[src/rtl/dov_pkg.sv]
// shared types, constants and the angle fold for the orientation vote block
// no dependencies
`default_nettype none

package dov_pkg;

   // capacity and derived widths
   localparam int MAX_SEGMENTS = 64;
   localparam int ADDR_W       = $clog2(MAX_SEGMENTS);
   localparam int CNT_W        = $clog2(MAX_SEGMENTS + 1);

   // field widths
   localparam int ANGLE_W      = 16;
   localparam int FOLD_W       = 14;
   localparam int TOL_W        = 11;
   localparam int VOTE_W       = 7;
   localparam int SUM_W        = FOLD_W + ADDR_W;
   localparam int DIV_STEP_W   = $clog2(SUM_W + 1);

   localparam logic [TOL_W-1:0] TOL_RESET = TOL_W'(205);

   // q2.13 angle constants
   localparam logic signed [ANGLE_W:0] Q_PI_4  = 17'sd6434;
   localparam logic signed [ANGLE_W:0] Q_3PI_4 = 17'sd19302;
   localparam logic signed [ANGLE_W:0] Q_PI_2  = 17'sd12868;
   localparam logic signed [ANGLE_W:0] Q_PI    = 17'sd25736;

   typedef struct packed {
      logic signed [ANGLE_W-1:0] segment_angle;
      logic                      last_segment;
   } req_type;

   typedef struct packed {
      logic signed [FOLD_W-1:0] correction_angle;
      logic [VOTE_W-1:0]        vote_count;
      logic                     found;
   } rsp_type;

   // controller to datapath commands
   typedef struct packed {
      logic              mem_wr;
      logic [ADDR_W-1:0] wr_addr;
      logic [ADDR_W-1:0] rd_addr;
      logic              fetch;
      logic              sweep;
      logic              clear_acc;
      logic              compare;
      logic              clear_best;
      logic              div_start;
      logic              load_rsp;
      logic              found;
   } cmd_type;

   // datapath to controller status
   typedef struct packed {
      logic div_done;
      logic rsp_free;
   } status_type;

   // rotation that brings an angle onto the nearest grid axis
   function automatic logic signed [FOLD_W-1:0] fold_angle(
      input logic signed [ANGLE_W-1:0] a);
      logic signed [ANGLE_W:0] ax;
      logic signed [ANGLE_W:0] mag;
      logic signed [ANGLE_W:0] fp;
      logic signed [ANGLE_W:0] res;
      ax  = {a[ANGLE_W-1], a};
      mag = a[ANGLE_W-1] ? -ax : ax;
      if (mag <= Q_PI_4) begin
         fp = -mag;
      end else if (mag <= Q_3PI_4) begin
         fp = Q_PI_2 - mag;
      end else begin
         fp = Q_PI - mag;
      end
      res = a[ANGLE_W-1] ? -fp : fp;
      return res[FOLD_W-1:0];
   endfunction

endpackage

`default_nettype wire

[src/rtl/dominant_orientation_vote.sv]
// Loading: one angle beat per cycle while idle.
// Vote: on the last beat, a pairwise sweep over the stored angles (one store read per cycle),
// then a bit-serial divide.
// The next set can load while the result waits on the output register.
// Reset (synchronous): tolerance 205, store count zero; the angle store is not cleared.
`default_nettype none

module dominant_orientation_vote
   import dov_pkg::*;
(
   input  wire logic             clock,
   input  wire logic             reset,
   input  wire logic             req_valid,
   output logic                  req_ready,
   input  wire req_type          req_data,
   output logic                  rsp_valid,
   input  wire logic             rsp_ready,
   output rsp_type               rsp_data,
   input  wire logic             csr_valid,
   output logic                  csr_ready,
   input  wire logic [TOL_W-1:0] csr_wdata
);

   cmd_type    cmd;
   status_type status;

   assign csr_ready = 1'b1;

   dov_controller u_controller (
      .clock     (clock),
      .reset     (reset),
      .req_valid (req_valid),
      .req_ready (req_ready),
      .req_last  (req_data.last_segment),
      .status    (status),
      .cmd       (cmd)
   );

   dov_datapath u_datapath (
      .clock     (clock),
      .reset     (reset),
      .req_data  (req_data),
      .csr_valid (csr_valid),
      .csr_wdata (csr_wdata),
      .cmd       (cmd),
      .status    (status),
      .rsp_valid (rsp_valid),
      .rsp_ready (rsp_ready),
      .rsp_data  (rsp_data)
   );

endmodule

`default_nettype wire

[src/rtl/dov_divider.sv]
// restoring divider, one quotient bit per cycle, unsigned
// depends on dov_pkg
`default_nettype none

module dov_divider
   import dov_pkg::*;
(
   input  wire logic             clock,
   input  wire logic             reset,
   input  wire logic             start,
   input  wire logic [SUM_W-1:0] dividend,
   input  wire logic [CNT_W-1:0] divisor,
   output logic                  done,
   output logic [SUM_W-1:0]      quotient
);

   logic                  busy_ff, busy_in;
   logic                  done_ff, done_in;
   logic [DIV_STEP_W-1:0] step_ff, step_in;
   logic [SUM_W-1:0]      quo_ff, quo_in;
   logic [CNT_W-1:0]      rem_ff, rem_in;
   logic [CNT_W-1:0]      dsr_ff, dsr_in;
   logic [CNT_W:0]        rem_sh;
   logic                  fits;

   // one shift and subtract step
   always_comb begin
      rem_sh  = {rem_ff, quo_ff[SUM_W-1]};
      fits    = rem_sh >= {1'b0, dsr_ff};
      busy_in = busy_ff;
      done_in = 1'b0;
      step_in = step_ff;
      quo_in  = quo_ff;
      rem_in  = rem_ff;
      dsr_in  = dsr_ff;
      if (start) begin
         busy_in = 1'b1;
         step_in = DIV_STEP_W'(SUM_W - 1);
         quo_in  = dividend;
         rem_in  = '0;
         dsr_in  = divisor;
      end else if (busy_ff) begin
         quo_in = {quo_ff[SUM_W-2:0], fits};
         rem_in = fits ? CNT_W'(rem_sh - {1'b0, dsr_ff}) : rem_sh[CNT_W-1:0];
         step_in = step_ff - 1'b1;
         if (step_ff == '0) begin
            busy_in = 1'b0;
            done_in = 1'b1;
         end
      end
   end

   // control state
   always_ff @(posedge clock) begin
      if (reset) begin
         busy_ff <= 1'b0;
         done_ff <= 1'b0;
      end else begin
         busy_ff <= busy_in;
         done_ff <= done_in;
      end
   end

   // working registers
   always_ff @(posedge clock) begin
      step_ff <= step_in;
      quo_ff  <= quo_in;
      rem_ff  <= rem_in;
      dsr_ff  <= dsr_in;
   end

   assign done     = done_ff;
   assign quotient = quo_ff;

`ifndef SYNTHESIS
   // done only ever follows a busy cycle
   assert property (@(posedge clock) disable iff (reset) done_ff |-> $past(busy_ff))
      else $error("divider done without a running division");
   // a division runs to its end before done
   assert property (@(posedge clock) disable iff (reset)
      $fell(busy_ff) |-> done_ff)
      else $error("divider stopped without done");
   // the unit is never restarted mid division
   assert property (@(posedge clock) disable iff (reset) start |-> !busy_ff)
      else $error("divider restarted while busy");
`endif

endmodule

`default_nettype wire

[src/rtl/dov_datapath.sv]
// angle store, pairwise match accumulation, best group tracking, result register
// depends on dov_pkg and dov_divider
`default_nettype none

module dov_datapath
   import dov_pkg::*;
(
   input  wire logic             clock,
   input  wire logic             reset,
   input  wire req_type          req_data,
   input  wire logic             csr_valid,
   input  wire logic [TOL_W-1:0] csr_wdata,
   input  wire cmd_type          cmd,
   output status_type            status,
   output logic                  rsp_valid,
   input  wire logic             rsp_ready,
   output rsp_type               rsp_data
);

   logic [TOL_W-1:0]         tol_ff;
   logic signed [FOLD_W-1:0] angle_mem_ff [MAX_SEGMENTS];
   logic signed [FOLD_W-1:0] rd_data_ff;
   logic                     fetch_ff;
   logic                     sweep_ff;
   logic signed [FOLD_W-1:0] ai_ff;
   logic signed [SUM_W-1:0]  sum_ff, sum_in;
   logic [CNT_W-1:0]         cnt_ff, cnt_in;
   logic signed [SUM_W-1:0]  best_sum_ff, best_sum_in;
   logic [CNT_W-1:0]         best_cnt_ff, best_cnt_in;
   logic                     rsp_valid_ff, rsp_valid_in;
   rsp_type                  rsp_data_ff;
   logic signed [FOLD_W:0]   diff;
   logic [FOLD_W:0]          adiff;
   logic                     match;
   logic [SUM_W-1:0]         dvd_mag;
   logic                     div_done;
   logic [SUM_W-1:0]         quo;
   logic [FOLD_W-1:0]        quo_trunc;
   logic signed [FOLD_W-1:0] corr;

   // tolerance register
   always_ff @(posedge clock) begin
      if (reset) begin
         tol_ff <= TOL_RESET;
      end else if (csr_valid) begin
         tol_ff <= csr_wdata;
      end
   end

   // folded angle store
   always_ff @(posedge clock) begin
      if (cmd.mem_wr) begin
         angle_mem_ff[cmd.wr_addr] <= fold_angle(req_data.segment_angle);
      end
   end

   always_ff @(posedge clock) begin
      rd_data_ff <= angle_mem_ff[cmd.rd_addr];
   end

   // read kind follows the read data
   always_ff @(posedge clock) begin
      if (reset) begin
         fetch_ff <= 1'b0;
         sweep_ff <= 1'b0;
      end else begin
         fetch_ff <= cmd.fetch;
         sweep_ff <= cmd.sweep;
      end
   end

   always_ff @(posedge clock) begin
      if (fetch_ff) begin
         ai_ff <= rd_data_ff;
      end
   end

   // match test against the candidate angle
   always_comb begin
      diff  = {ai_ff[FOLD_W-1], ai_ff} - {rd_data_ff[FOLD_W-1], rd_data_ff};
      adiff = diff[FOLD_W] ? unsigned'(-diff) : unsigned'(diff);
      match = adiff <= (FOLD_W+1)'(tol_ff);
   end

   // group accumulation and best group update
   always_comb begin
      sum_in      = sum_ff;
      cnt_in      = cnt_ff;
      best_sum_in = best_sum_ff;
      best_cnt_in = best_cnt_ff;
      if (cmd.clear_acc) begin
         sum_in = '0;
         cnt_in = '0;
      end else if (sweep_ff && match) begin
         sum_in = sum_ff + SUM_W'(rd_data_ff);
         cnt_in = cnt_ff + 1'b1;
      end
      if (cmd.clear_best) begin
         best_sum_in = '0;
         best_cnt_in = '0;
      end else if (cmd.compare && (cnt_ff > best_cnt_ff)) begin
         best_sum_in = sum_ff;
         best_cnt_in = cnt_ff;
      end
   end

   always_ff @(posedge clock) begin
      sum_ff      <= sum_in;
      cnt_ff      <= cnt_in;
      best_sum_ff <= best_sum_in;
      best_cnt_ff <= best_cnt_in;
   end

   // mean of the winning group, truncated toward zero
   assign dvd_mag = best_sum_ff[SUM_W-1] ? unsigned'(-best_sum_ff) : unsigned'(best_sum_ff);

   dov_divider u_divider (
      .clock    (clock),
      .reset    (reset),
      .start    (cmd.div_start),
      .dividend (dvd_mag),
      .divisor  (best_cnt_ff),
      .done     (div_done),
      .quotient (quo)
   );

   // correction is minus the mean
   always_comb begin
      quo_trunc = quo[FOLD_W-1:0];
      corr      = best_sum_ff[SUM_W-1] ? signed'(quo_trunc) : -signed'(quo_trunc);
   end

   // result register
   always_comb begin
      rsp_valid_in = rsp_valid_ff;
      if (rsp_valid_ff && rsp_ready) begin
         rsp_valid_in = 1'b0;
      end
      if (cmd.load_rsp) begin
         rsp_valid_in = 1'b1;
      end
   end

   always_ff @(posedge clock) begin
      if (reset) begin
         rsp_valid_ff <= 1'b0;
      end else begin
         rsp_valid_ff <= rsp_valid_in;
      end
   end

   always_ff @(posedge clock) begin
      if (cmd.load_rsp) begin
         rsp_data_ff.correction_angle <= (best_cnt_ff == '0) ? '0 : corr;
         rsp_data_ff.vote_count       <= VOTE_W'(best_cnt_ff);
         rsp_data_ff.found            <= cmd.found;
      end
   end

   assign status.div_done = div_done;
   assign status.rsp_free = !rsp_valid_ff || rsp_ready;
   assign rsp_valid       = rsp_valid_ff;
   assign rsp_data        = rsp_data_ff;

endmodule

`default_nettype wire

[src/rtl/dov_controller.sv]
// sequencer: load count, pairwise vote loop, divide and result hand-off
// depends on dov_pkg
`default_nettype none

module dov_controller
   import dov_pkg::*;
(
   input  wire logic       clock,
   input  wire logic       reset,
   input  wire logic       req_valid,
   output logic            req_ready,
   input  wire logic       req_last,
   input  wire status_type status,
   output cmd_type         cmd
);

   localparam logic [2:0] ST_IDLE      = 3'd0;
   localparam logic [2:0] ST_FETCH     = 3'd1;
   localparam logic [2:0] ST_SWEEP     = 3'd2;
   localparam logic [2:0] ST_DRAIN     = 3'd3;
   localparam logic [2:0] ST_COMPARE   = 3'd4;
   localparam logic [2:0] ST_DIV_START = 3'd5;
   localparam logic [2:0] ST_DIV_WAIT  = 3'd6;
   localparam logic [2:0] ST_RESPOND   = 3'd7;

   logic [2:0]        state_ff, state_in;
   logic [CNT_W-1:0]  loaded_ff, loaded_in;
   logic [CNT_W-1:0]  n_ff, n_in;
   logic [ADDR_W-1:0] i_ff, i_in;
   logic [ADDR_W-1:0] j_ff, j_in;
   logic              room;
   logic [CNT_W-1:0]  loaded_next;

   assign room        = loaded_ff < CNT_W'(MAX_SEGMENTS);
   assign loaded_next = room ? loaded_ff + 1'b1 : loaded_ff;

   // next state and commands
   always_comb begin
      state_in       = state_ff;
      loaded_in      = loaded_ff;
      n_in           = n_ff;
      i_in           = i_ff;
      j_in           = j_ff;
      req_ready      = 1'b0;
      cmd            = '0;
      cmd.wr_addr    = loaded_ff[ADDR_W-1:0];
      cmd.found      = n_ff != '0;
      case (state_ff)
         ST_IDLE: begin
            req_ready = 1'b1;
            if (req_valid) begin
               cmd.mem_wr = room;
               loaded_in  = loaded_next;
               if (req_last) begin
                  n_in           = loaded_next;
                  i_in           = '0;
                  cmd.clear_best = 1'b1;
                  state_in       = (loaded_next == '0) ? ST_DIV_START : ST_FETCH;
               end
            end
         end
         ST_FETCH: begin
            cmd.rd_addr   = i_ff;
            cmd.fetch     = 1'b1;
            cmd.clear_acc = 1'b1;
            j_in          = '0;
            state_in      = ST_SWEEP;
         end
         ST_SWEEP: begin
            cmd.rd_addr = j_ff;
            cmd.sweep   = 1'b1;
            j_in        = j_ff + 1'b1;
            if ({1'b0, j_ff} == n_ff - 1'b1) begin
               state_in = ST_DRAIN;
            end
         end
         ST_DRAIN: begin
            state_in = ST_COMPARE;
         end
         ST_COMPARE: begin
            cmd.compare = 1'b1;
            if ({1'b0, i_ff} == n_ff - 1'b1) begin
               state_in = ST_DIV_START;
            end else begin
               i_in     = i_ff + 1'b1;
               state_in = ST_FETCH;
            end
         end
         ST_DIV_START: begin
            cmd.div_start = 1'b1;
            state_in      = ST_DIV_WAIT;
         end
         ST_DIV_WAIT: begin
            if (status.div_done) begin
               state_in = ST_RESPOND;
            end
         end
         ST_RESPOND: begin
            if (status.rsp_free) begin
               cmd.load_rsp = 1'b1;
               loaded_in    = '0;
               state_in     = ST_IDLE;
            end
         end
         default: begin
            state_in = ST_IDLE;
         end
      endcase
   end

   // control registers
   always_ff @(posedge clock) begin
      if (reset) begin
         state_ff  <= ST_IDLE;
         loaded_ff <= '0;
      end else begin
         state_ff  <= state_in;
         loaded_ff <= loaded_in;
      end
   end

   // loop counters
   always_ff @(posedge clock) begin
      n_ff <= n_in;
      i_ff <= i_in;
      j_ff <= j_in;
   end

`ifndef SYNTHESIS
   // sweep index stays inside the stored set
   assert property (@(posedge clock) disable iff (reset)
      (state_ff == ST_SWEEP) |-> ({1'b0, j_ff} < n_ff))
      else $error("sweep index beyond stored angles");
   // store never overfills
   assert property (@(posedge clock) disable iff (reset)
      loaded_ff <= CNT_W'(MAX_SEGMENTS))
      else $error("loaded count above capacity");
   // a pending result is never overwritten
   assert property (@(posedge clock) disable iff (reset)
      cmd.load_rsp |-> status.rsp_free)
      else $error("result loaded over an untaken result");
   // a write beat grows the count by one
   assert property (@(posedge clock) disable iff (reset)
      (req_valid && req_ready && room && !req_last) |=> (loaded_ff == $past(loaded_ff) + 1'b1))
      else $error("loaded count did not advance");
`endif

endmodule

`default_nettype wire

[config.mk]
export PLATFORM = sky130hd
export DESIGN_NAME = dominant_orientation_vote
export DESIGN_NICKNAME = d
export VERILOG_FILES = /design/src/rtl/dov_pkg.sv /design/src/rtl/dominant_orientation_vote.sv /design/src/rtl/dov_divider.sv /design/src/rtl/dov_datapath.sv /design/src/rtl/dov_controller.sv
export SDC_FILE = /design/constraint.sdc
export NUM_CORES = 1
export LEC_CHECK = 0
export BUFFER_PORTS_ARGS = -buffer_cell sky130_fd_sc_hd__buf_2
export CAP_MARGIN = 25
export CORE_ASPECT_RATIO = 2
export CORE_MARGIN = 8
export CORE_UTILIZATION = 60
export CTS_CLUSTER_SIZE = 24
export DETAILED_ROUTE_END_ITERATION = 16
export HOLD_SLACK_MARGIN = 0.08
export PLACE_DENSITY_LB_ADDON = 0.1
export SYNTH_ARGS = -nofsm -noshare
export SYNTH_HDL_FRONTEND = slang
export SYNTH_SLANG_ARGS = --single-unit
[constraint.sdc]
create_clock -name clock -period 20.5 [get_ports clock]
set_input_delay 3.075 -clock clock [delete_from_list [all_inputs] [get_ports clock]]
set_output_delay 3.075 -clock clock [all_outputs]
set_load 0.05 [all_outputs]
Word-level counts from Yosys, hierarchy flattened
Memory sizes are Yosys's and may differ from the RTL's. A register that Yosys moved wholly into a read port is not among the register bits.
Cells that the tools add are included.
Widths: inputs -> output; s select.

word-level totals
  flip-flop bits (word level) = 174
  latch bits = 0
  RAM bits = 896
  ROM bits = 0
  input port bits = 33
  word-level logic and storage cells = 132
  memories kept = 1

memories
  memory                   words  bits a word  rd ports  clocked after Yosys merged registers in  wr ports  line                RTL
  u_datapath.angle_mem_ff  64     14           1         1                                        1         dov_datapath.sv:21  logic signed [FOLD_W-1:0] angle_mem_ff [MAX_SEGMENTS];

cells by class
  add/sub/neg operators = 17
  multiply operators = 0
  divide/modulo/power cells = 0
  magnitude comparators = 6
  eq/ne operators = 15
  shift-type cells = 0
  muxes and demuxes = 49
  bitwise gates (word level) = 1
  reduce and logical (&&, ||, !) cells = 20

operators with widths
  cell                    number
  $mux 14                 5
  $mux 20                 3
  $neg 14->14             3
  $pmux 6 s2              3
  $mux 7                  4
  $pmux 3 s8              1
  $mux 3                  7
  $add 20x14->20          1
  $mux 1                  20
  $neg 20->20             1
  $mux 6                  3
  $le 17x14->1 const B    1
  $le 17x16->1 const B    1
  $mux 17                 1
  $neg 16->17             1
  $le 15x11->1            1
  $mux 15                 1
  $neg 15->15             1
  $sub 14x14->15          1
  $add 7x1->7 const B     2
  $eq 6x7->1              2
  $logic_not 7->1         2
  $pmux 7 s2              1
  $sub 13x14->14 const A  1
  other kinds (25)        41

Longest topological paths before layout
Gate-level depths: netlist of run 1.

  depth after elaboration = 8
  depth in mapped cells = 27

Cells and area by module
Synthesis of run 1 repeated with hierarchy kept, for this count alone.

unflattened totals
  cells, all modules = 2763
  area total of the unflattened synthesis = 47087.7 um2

modules (own cells, without submodules)
  module                     instances  cells an instance  area an instance (um2)  seq. area each (um2)
  dov_datapath               1          2390               43063.8                 29628.4
  dov_divider                1          184                2167.1                  1091.0
  dov_controller             1          187                1845.5                  770.7
  dominant_orientation_vote  1          2                  11.3                    0.0

Worst setup path before layout of run 1
Ideal clock, no wire load.

  path kind = input-to-reg
  from = input req_data[1] in the netlist's numbering
  to = memory u_datapath.angle_mem_ff[0][13], data pin
  arrival time = 9.958 ns
  required time = 19.933 ns
  slack = 9.975 ns
  stages = 23
  path buffers = 1
  cell sequence = buf_6 -> inv_1 -> ha_1 -> or4b_4 -> o21ai_1 -> xnor2_1 -> a31oi_1 -> o211a_1 -> o22ai_1 -> nand2_1 -> o22a_1 -> ha_1 -> or4b_2 -> mux2i_1 -> o2111ai_1 -> a2111oi_0 -> nor2_1 -> a211oi_1 -> o221ai_2 -> a211oi_1 -> and3_1 -> o21ai_2 -> xnor2_1

between the ends
  word-level cells in the longest chain between the ends = 8
  elaborated cells between the ends (all ways) = 12

ends and longest elaborated chain
  element                                       line                             RTL
  start, declared                               dominant_orientation_vote.sv:15  input wire req_type req_data,
  $neg 16->17                                   dov_pkg.sv:68                    mag = a[ANGLE_W-1] ? -ax : ax;
  $mux 17 *                                     dov_pkg.sv:68
  $sub 14x14->14, or another cell as far along  dov_pkg.sv:74                    fp = Q_PI - mag;
  $mux 14                                       dov_pkg.sv:71                    end else if (mag <= Q_3PI_4) begin
  $mux 14 *                                     dov_pkg.sv:69                    if (mag <= Q_PI_4) begin
  $mux 14 *                                     dov_datapath.sv:52               if (cmd.mem_wr) begin
  $neg 14->14                                   dov_pkg.sv:76                    res = a[ANGLE_W-1] ? -fp : fp;
  $mux 14 *                                     dov_pkg.sv:76
  end, declared                                 dov_datapath.sv:21

Every way passes the cells marked *; elsewhere a longest branch is shown, timed or not. The select of a mux whose other input is x is not followed.

Worst setup path in the final report of run 1
  from = input req_data[1] in the netlist's numbering
  to = memory u_datapath.angle_mem_ff[32][13], data pin

Same word-level chain as after synthesis.

==> results.py, run 1 <==
metrics = {
    "final_layout": {
        "drive_gt1_share_pct": 19.0,
        "areaGrowthSynthToFinish_pct": 10.2,
        "fin_nets": 3186,
        "n_antenna_cell": 0,
    },
    "sta": {
        "drv_slew": 0,
        "worst_pin_slew_ps": 1160,
        "rsz0062_at_grt": "no",
        "timing.fmax_ghz": 0.104,
        "period_needed_ps": 9630,
        "finalSetupTns_ps": 0,
        "hold_violations": 0,
        "min_period_over_period_pct": 47.0,
        "finalSetupViolCount": 0,
        "whs_ps": 457,
        "relSlewSlack_pct": 22.3,
        "finClkSkew_ps": 15.0,
    },
    "clock_network": {
        "cts_resized": 0,
        "cts.path.max_buffers": 3,
        "clock-sinks": 1084,
        "cts_buffers": 91,
        "cts_root_buf": "clkbuf_16",
        "cts-hold-fix-buffers": 0,
        "insertion_delay_ps": 670,
        "clk_pin_slew_ps": 70,
        "htreeDepth": 3,
        "cts_tree": "yes",
        "post-cts-setup-buffers": 0,
    },
    "logic_synthesis": {
        "ys_types": 92,
        "syn-mean-instance-area_um2": 15.6,
        "synth-edff-count": 978,
        "synth_ff_type": "edfxtp_1",
        "seq_area_frac_synth_pct": 67.3,
        "synth_area_mm2": 0.0468,
        "syn_inst": 2994,
        "async_flop_share_pct": 0,
        "synth.ff_latch_count": 1084,
        "yosys_warnings": 0,
        "syn_nets": 3112,
    },
    "global_routing": {
        "grt_overflow_total": 0,
        "antenna_found_initial": 0,
        "grt_pass1_vias": 25800,
        "grt_max_degree": 101,
        "grt_pass1_wl_mm": 159,
        "track_usage_pct": 24.3,
    },
    "routing": {
        "drt_iter0_drc": 2136,
        "wl_per_cell_um": 25.1,
        "drt.antenna.violating_nets": 0,
        "wl_mm": 105,
        "route.detailed.drc": 0,
        "vias": 26000,
        "vias_per_cell": 6.24,
        "dr.pass1.iters": 5,
    },
    "critical_path": {
        "path_max_fanout": 64,
        "cp-start-kind": "input port",
        "crit_required_ps": 20890,
        "crit_arrival_ps": 10020,
        "r2r_cells": 25,
        "end_kind": "flop",
        "crit_type": "input port to flop",
    },
    "floorplan": {
        "initial_core_util_pct": 60.2,
        "ios": 58,
        "die_y_um": 411,
        "fp-row-count": 145,
        "core-area_mm2": 0.0776,
        "dieArea_mm2": 0.0877,
        "die_w_um": 213,
    },
    "min_path": {
        "hold_depth": 2,
        "min-delay-path-class": "flop to flop",
    },
    "power_and_ir_drop": {
        "ir_worst_vdd_uv": 109,
        "leakage_uw": 0.0168,
        "p_per_area_mw_per_mm2": 130,
    },
    "run": {
        "maxCapViolCount": 0,
    },
    "placement": {
        "io_buffers": 56,
        "place.gp.congestion": 0.841,
        "dp_hpwl_mm": 64.9,
    },
    "run_status": {
        "status": "complete, no violations",
    },
}
per-layer routing:
layer,global-route usage [%],share of wire [%]
met2,40.1,50
met1,32.6,41
met4,9.63,3.8
met5,0,0
met3,3.20,5.5
stage by stage:
step / worst slack [ps] / area [um^2] / instances / utilization (%) / power, uW
detailed placement: 10250 / 48500 / 4000 / 62.5 / 5050
global route: 10190 / 51500 / 4172 / 66.4 / 7020
floorplan: 9970 / 46800 / 2994 / - / 4320
CTS: 10950 / 51500 / 4168 / 66.3 / 6760
finish: 10870 / 51500 / 4172 / 66.4 / 6710
global placement: 10320 / 48500 / 3998 / 62.5 / 5010
worst paths after layout:
path,startpoint,to,slack [ps]
setup / recovery,req_data[1],u_datapath.angle_mem_ff[32][13]$_DFFE_PP_,10870
hold / removal,u_datapath.u_divider.rem_ff[6]$_SDFFE_PP0P_,u_datapath.u_divider.rem_ff[6]$_SDFFE_PP0P_,460
setup reg to reg,u_datapath.ai_ff[0]$_DFFE_PP_,u_datapath.sum_ff[19]$_SDFFE_PP0P_,14270
hold reg to reg,u_datapath.u_divider.rem_ff[6]$_SDFFE_PP0P_,u_datapath.u_divider.rem_ff[6]$_SDFFE_PP0P_,460
power breakdown:
group	switching [uW]	internal, uW	leakage, uW
Clock	788	938	0.00141
Sequential	71.9	2670	0.00968
Combinational	1400	845	0.00573
Total	2260	4450	0.0168
placed cells by master (no fill, tap or decap), types with 9 or more instances in the layout:
master	n
edfxtp_1	978
nand2_1	245
mux4_2	224
nor2_1	179
a21oi_1	107
dfxtp_1	106
clkbuf_16	94
inv_1	85
ha_1	82
a211oi_1	79
o21ai_0	74
buf_4	71
xnor2_1	70
and2_1	57
buf_2	57
mux2i_1	48
xor2_1	47
a31oi_1	41
nand3_1	40
nor3_1	36
nor2_2	31
a311oi_1	30
nand2b_1	22
clkbuf_1	21
clkinv_2	16
nor2b_1	15
or3_1	15
nand4_1	13
clkinv_1	13
a21o_1	11
o21a_1	11
xnor2_2	11
or4_1	10
o31ai_1	10
clkinvlp_4	10
nor4_1	9
o211ai_1	9
critical path, stage by stage:
cell and delay (ps):
buf_2 200, inv_1 160, ha_1 310, nand2b_1 180, xnor2_1 360, inv_1 160
nor3_1 200, nor3_1 80, o31ai_1 280, a31oi_1 120, o211a_1 250, o22ai_1 130
nand2_1 70, o22a_1 340, ha_1 480, or4b_2 620, mux2i_1 190, o2111ai_1 220
a2111oi_0 600, nor2_1 150, a211oi_1 310, o221ai_2 200, a211oi_1 320, a21oi_1 130
o21ai_2 190, xnor2_2 120, buf_4 520
cell families (layout without fill, tap and decap cells):
group                    Yosys count  after routing  share of synthesized area, %
buffers and inverters            238            387                          2.09
multiplexers                     277            277                          11.9
XOR/XNOR                         134            134                          2.57
adder cells (fa/ha/maj)           85             85                          2.32
AND/OR/NAND/NOR                  732            732                          7.35
flip-flops                      1084           1084                          67.3
other                              1              1                       0.00802
AO/OA/AOI/OAI                    443            443                          6.37
synthesized netlist by cell type (11+ instances only):
cell type / n / area, um^2
xnor2_1: 79 / 692
nor3_1: 37 / 185
ha_1: 82 / 1030
o21a_1: 11 / 82.6
nor2_1: 213 / 800
mux2i_1: 48 / 480
dfxtp_1: 106 / 2120
a21oi_1: 107 / 536
buf_1: 33 / 124
edfxtp_1: 978 / 29400
and2_1: 57 / 357
nand4_1: 13 / 81.3
nand2_1: 245 / 920
nand2b_1: 22 / 138
nor2b_1: 17 / 106
nand3_1: 40 / 200
mux4_2: 224 / 5040
clkbuf_1: 107 / 402
or3_1: 15 / 93.8
a31oi_1: 41 / 257
a21o_1: 11 / 82.6
inv_1: 85 / 319
a211oi_1: 79 / 593
o21ai_0: 74 / 370
a311oi_1: 30 / 263
xor2_1: 51 / 447
cell type report:
class / instances / area, um^2
tap: 1029 / 1290
timing repair buffer: 134 / 918
fill: 5481 / 26100
sequential: 1084 / 31500
clock buffer: 115 / 2430
inverter: 85 / 319
clock inverter: 53 / 508
multi-input combinational: 1672 / 14600
state kept, by name, summed over array words and instances, names as in the netlist, 11 cells and up:
register / count
u_datapath.ai_ff: 14
u_datapath.angle_mem_ff: 896
u_datapath.best_sum_ff: 20
u_datapath.rd_data_ff: 14
u_datapath.rsp_data: 22
u_datapath.sum_ff: 20
u_datapath.tol_ff: 11
u_datapath.u_divider.quotient: 20
No activity file was read; power rests on OpenSTA's default activity.
==> inputs of run 2 (changes only) <==
CORE_UTILIZATION = 57   (was 60)
clock period = 8 ns   (was 20.5 ns; I/O delays follow)
==> run 2 against run 1 <==
Net effect: via count grew 2.1%; clock-buffer cell count shrank 7; die area grew 5.0%; power grew to 2.6 times the previous value; first-iteration DRC count shrank 2.7%.
==> results.py, run 2 (synthesis results as in run 1) <==
metrics = {
    "global_routing": {
        "antenna_found_initial": 0,
        "grt_pass1_vias": 28100,
        "grt_max_degree": 113,
        "grt_overflow_total": 0,
        "grt_pass1_wl_mm": 171,
        "track_usage_pct": 25.0,
    },
    "sta": {
        "min_period_over_period_pct": 90.4,
        "finClkSkew_ps": 17.6,
        "relSlewSlack_pct": 24.9,
        "drv_slew": 0,
        "worst_pin_slew_ps": 1120,
        "hold_violations": 0,
        "finalSetupTns_ps": 0,
        "rsz0062_at_grt": "no",
        "timing.fmax_ghz": 0.138,
        "period_needed_ps": 7230,
        "finalSetupViolCount": 0,
        "setup_ws_ps": 767,
        "whs_ps": 465,
    },
    "floorplan": {
        "core-area_mm2": 0.0813,
        "die_w_um": 219,
        "initial_core_util_pct": 57.5,
        "dieArea_mm2": 0.0920,
        "ios": 58,
        "fp-row-count": 148,
        "die_y_um": 421,
    },
    "clock_network": {
        "post-cts-setup-buffers": 0,
        "cts_resized": 0,
        "cts-hold-fix-buffers": 0,
        "cts_buffers": 91,
        "cts_tree": "yes",
        "insertion_delay_ps": 690,
        "cts_root_buf": "clkbuf_16",
        "htreeDepth": 3,
        "clk_pin_slew_ps": 60,
        "cts.path.max_buffers": 3,
        "clock-sinks": 1084,
    },
    "final_layout": {
        "fin_nets": 3210,
        "final_cell_mix": "edfxtp_1, nand2_1, mux4_2",
        "drive_gt1_share_pct": 19.5,
        "areaGrowthSynthToFinish_pct": 10.9,
        "final_common_cell": "edfxtp_1",
        "largest_register_ffs": 896,
        "fillers": 5774,
        "multi_input_area_mm2": 0.0146,
        "ff_latch_area_mm2": 0.0315,
        "utilization_pct": 63.8,
        "regMostFlops": "u_datapath.angle_mem_ff",
    },
    "critical_path": {
        "cp-start-kind": "input port",
        "crit_slowest_cell": "or4b_2",
        "crit_top_cell": "ha_1",
        "end_kind": "flop",
        "crit_arrival_ps": 7620,
        "crit_required_ps": 8390,
        "cpPeakStageDelay_ps": 590,
        "crit_family": "compound AO/OA/AOI/OAI gates",
        "regToRegStartpoint": "u_datapath.rd_data_ff[0]$_DFF_P_",
        "r2r_cells": 25,
        "crit_type": "input port to flop",
        "path_max_fanout": 64,
        "path_buf_inv": 5,
        "r2r-end": "u_datapath.cnt_ff[4]$_SDFFE_PP0P_",
        "r2r_slack_ps": 2010,
    },
    "routing": {
        "route.detailed.drc": 0,
        "drt.antenna.violating_nets": 0,
        "vias_per_cell": 6.30,
        "wl_per_cell_um": 27.2,
        "vias": 26600,
        "dr.pass1.iters": 7,
        "wl_mm": 115,
        "drt_iter0_drc": 2079,
    },
    "min_path": {
        "min-delay-path-class": "flop to flop",
        "hold_depth": 2,
        "hold_end": "u_datapath.u_divider.rem_ff[6]$_SDFFE_PP0P_",
        "holdCritStartpoint": "u_datapath.u_divider.rem_ff[6]$_SDFFE_PP0P_",
    },
    "run_status": {
        "status": "complete, no violations",
    },
    "placement": {
        "dp_hpwl_mm": 76.8,
        "io_buffers": 56,
        "place.gp.congestion": 0.849,
        "place_ws_ps": 97.3,
    },
    "power_and_ir_drop": {
        "leakage_uw": 0.0170,
        "ir_worst_vdd_uv": 264,
        "p_per_area_mw_per_mm2": 336,
    },
    "run": {
        "maxCapViolCount": 0,
    },
}
## run 2: cell count changes in the layout (fill, tap and decap cells not counted), moves of 3 or more
| cell | change |
|---|---|
| inv_6 | +4 |
| clkbuf_8 | +3 |
| nor2_2 | -4 |
| clkbuf_16 | -3 |
| nor2_1 | +4 |
| buf_4 | +16 |
| clkbuf_1 | -7 |
| buf_12 | +6 |
| clkinv_1 | +6 |
| bufinv_16 | +3 |
| clkinvlp_4 | -6 |
## run 2: worst max path at each step
| stage | slack [ps] | start | end | depth (start not counted) |
|---|---|---|---|---|
| floorplan | 90 | req_data[1] | u_datapath.angle_mem_ff[0][10]$_DFFE_PP_ | 20 |
| global placement | 100 | req_data[1] | u_datapath.angle_mem_ff[4][13]$_DFFE_PP_ | 28 |
| detailed placement | 100 | req_data[1] | u_datapath.angle_mem_ff[37][13]$_DFFE_PP_ | 25 |
| CTS | 780 | req_data[1] | u_datapath.angle_mem_ff[16][13]$_DFFE_PP_ | 25 |
| global route | 460 | req_data[1] | u_datapath.angle_mem_ff[34][13]$_DFFE_PP_ | 28 |
| finish | 770 | req_data[1] | u_datapath.angle_mem_ff[45][13]$_DFFE_PP_ | 28 |
## run 2: metal layers
layer / share of wire (%) / track usage (%) / up-vias
met5: 0 / 0 / -
met4: 7.5 / 16.9 / 0
met3: 4.6 / 3.29 / 276
met2: 55 / 46.0 / 864
met1: 33 / 25.7 / 13600
li1: - / - / 11800
## run 2: area by class of cell
cell class	instances	share of cell area, %
Clock inverter	59	1.13
Inverter	85	0.615
Clock buffer	108	4.57
Antenna cell	1	0.00483
Tap cell	1050	2.53
Sequential cell	1084	60.7
Timing Repair Buffer	158	2.30
Multi-Input combinational cell	1672	28.1
## run 2: where the power goes
part,switching [uW],internal [uW]
clock,2020,2450
combinational,3620,2250
sequential,232,6840
total,5880,11500
## run 2: metrics by stage
stage	instances	total power [uW]	cell area (um^2)
final	4217	17400	51900
after global routing	4216	18100	51900
after CTS	4212	17500	51800
after detailed placement	4045	13100	48800
after global placement	4040	12900	48800
after floorplan	2994	11100	46800
## run 2: worst min-delay path, delay by kind of cell (launching register included)
family	cells	cell delay (ps)
DFF	1	330
AOI/OAI and AO/OA	1	60
and+or+nand+nor	1	50
==> inputs of run 3 (changes only) <==
MAX_ROUTING_LAYER = met4   (was not set)
==> run 3 against run 2 <==
Net effect: combinational power hardly changed; clock skew is 15 ps higher; fmax is 3.5% higher; core utilization increased by 0.077 points; die area did not move; hold slack got worse by 3.4 ps; power grew 0.25%; clock-buffer cell count up 2; cell area rose by 0.12%; clock power grew 1%; global-route usage is 0.94 points higher; sequential power barely moved; critical path type unchanged; critical endpoint is now u_datapath.angle_mem_ff[8][11]$_DFFE_PP_; largest cell class unchanged.
==> results.py, run 3 (synthesis results as in run 1) <==
metrics = {
    "run_status": {
        "status": "complete, no violations",
    },
    "routing": {
        "wl_per_cell_um": 27.4,
        "wl_mm": 116,
        "drt_iter0_drc": 2124,
        "dr.pass1.iters": 5,
        "route.detailed.drc": 0,
        "vias_per_cell": 6.32,
        "drt.antenna.violating_nets": 0,
        "vias": 26700,
    },
    "floorplan": {
        "ios": 58,
        "core-area_mm2": 0.0813,
        "die_w_um": 219,
        "fp-row-count": 148,
        "die_y_um": 421,
        "dieArea_mm2": 0.0920,
        "initial_core_util_pct": 57.5,
    },
    "sta": {
        "period_needed_ps": 6990,
        "hold_violations": 0,
        "setup_ws_ps": 1010,
        "finalSetupTns_ps": 0,
        "drv_slew": 0,
        "finalSetupViolCount": 0,
        "relSlewSlack_pct": 22.9,
        "min_period_over_period_pct": 87.3,
        "timing.fmax_ghz": 0.143,
        "finClkSkew_ps": 32.2,
        "rsz0062_at_grt": "no",
        "worst_pin_slew_ps": 1130,
    },
    "global_routing": {
        "grt_pass1_wl_mm": 172,
        "antenna_found_initial": 0,
        "grt_pass1_vias": 27800,
        "grt_overflow_total": 0,
        "track_usage_pct": 25.9,
        "grt_max_degree": 113,
    },
    "placement": {
        "io_buffers": 56,
        "dp_hpwl_mm": 76.4,
        "dp.cells": 4044,
        "place_ws_ps": 300,
        "place.gp.congestion": 0.874,
    },
    "min_path": {
        "holdCritStartpoint": "u_datapath.best_cnt_ff[3]$_SDFFE_PP0P_",
        "hold_end": "u_datapath.rsp_data[4]$_DFFE_PP_",
        "min-delay-path-class": "flop to flop",
        "hold_depth": 0,
    },
    "power_and_ir_drop": {
        "power.net_switching_uw": 5900,
        "switching_share_pct": 33.8,
        "p_per_area_mw_per_mm2": 336,
        "clkPwrFrac_pct": 25.9,
        "p_int_uw": 11600,
        "combPwrFrac_pct": 33.6,
        "p_seq_share_pct": 40.5,
        "leakage_uw": 0.0170,
        "ir_worst_vdd_uv": 273,
    },
    "critical_path": {
        "path_max_fanout": 64,
        "regToRegStartpoint": "u_datapath.rd_data_ff[2]$_DFF_P_",
        "path_buf_inv": 5,
        "r2r-end": "u_datapath.sum_ff[15]$_SDFFE_PP0P_",
        "crit_required_ps": 8390,
        "crit_family": "compound AO/OA/AOI/OAI gates",
        "r2r_slack_ps": 1890,
        "r2r_cells": 24,
        "crit_arrival_ps": 7370,
        "crit_type": "input port to flop",
        "cpPeakStageDelay_ps": 590,
        "cp-start-kind": "input port",
        "crit_slowest_cell": "or4b_2",
        "end_kind": "flop",
    },
    "clock_network": {
        "post-cts-setup-buffers": 0,
        "htreeDepth": 3,
        "cts_root_buf": "clkbuf_16",
        "cts_buffers": 91,
        "cts-hold-fix-buffers": 0,
        "clock-sinks": 1084,
        "cts_tree": "yes",
        "cts_resized": 0,
        "insertion_delay_ps": 700,
        "cts.path.max_buffers": 3,
        "clk_pin_slew_ps": 60,
    },
    "final_layout": {
        "final_cells": 4217,
        "final_cell_mix": "edfxtp_1, nand2_1, mux4_2",
        "final_common_cell": "edfxtp_1",
        "fin_nets": 3209,
        "drive_gt1_share_pct": 19.6,
        "fillers": 5765,
        "areaGrowthSynthToFinish_pct": 11.0,
        "largest_register_ffs": 896,
        "n_antenna_cell": 0,
        "regMostFlops": "u_datapath.angle_mem_ff",
    },
    "run": {
        "maxCapViolCount": 0,
    },
}
-- run 3: cell count changes in the layout (fill, tap and decap cells not counted), moves of 3 or more --
cell      change
clkinv_1      -6
clkinv_2      +4
buf_4         -4
clkbuf_1      +3
-- run 3: power by group through the flow --
stage | sequential (uW) | clock [uW] | combinational [uW]
floorplan | 7100 | 0 | 3980
global placement | 7180 | 0 | 5760
detailed placement | 7200 | 0 | 5910
CTS | 7070 | 4600 | 5930
global route | 7090 | 4790 | 6310
finish | 7080 | 4520 | 5860
-- run 3: how the worst max path moves through the flow --
stage           startpoint                                   endpoint  slack (ps)  cells past startpoint
2_1_floorplan  req_data[1]   u_datapath.angle_mem_ff[0][10]$_DFFE_PP_          90                     20
3_3_place_gp   req_data[1]  u_datapath.angle_mem_ff[56][11]$_DFFE_PP_         310                     26
3_5_place_dp   req_data[1]  u_datapath.angle_mem_ff[13][11]$_DFFE_PP_         300                     26
4_1_cts        req_data[1]  u_datapath.angle_mem_ff[13][11]$_DFFE_PP_         990                     26
5_1_grt        req_data[1]  u_datapath.angle_mem_ff[56][12]$_DFFE_PP_         570                     26
6_report       req_data[1]   u_datapath.angle_mem_ff[8][11]$_DFFE_PP_        1010                     26
-- run 3: cell type report --
class | instances | area, um^2 | area share (%)
clock buffers | 110 | 2380 | 4.58
clock inverters | 59 | 641 | 1.23
inverters | 85 | 319 | 0.614
multi-input cells | 1672 | 14600 | 28.1
flip-flops and latches | 1084 | 31500 | 60.6
well taps | 1050 | 1310 | 2.53
repair buffers | 157 | 1190 | 2.30
-- run 3: metal layers --
metal / GRT usage, % / vias up / wire, um
met2: 45.9 / 869 / 63000
met3: 3.21 / 271 / 5270
met1: 26.4 / 13700 / 38900
met5: - / - / 0
met4: 16.9 / 0 / 8370
li1: - / 11800 / -
-- run 3: per-stage QoR --
stage | power, uW | hold slack, ps | utilization (%) | area, um^2
2_1_floorplan | 11100 | 426 | - | 46800
3_3_place_gp | 12900 | 439 | 60.0 | 48800
3_5_place_dp | 13100 | 446 | 60.1 | 48800
4_1_cts | 17600 | 461 | 63.8 | 51900
5_1_grt | 18200 | 489 | 63.9 | 51900
6_report | 17500 | 461 | 63.9 | 51900
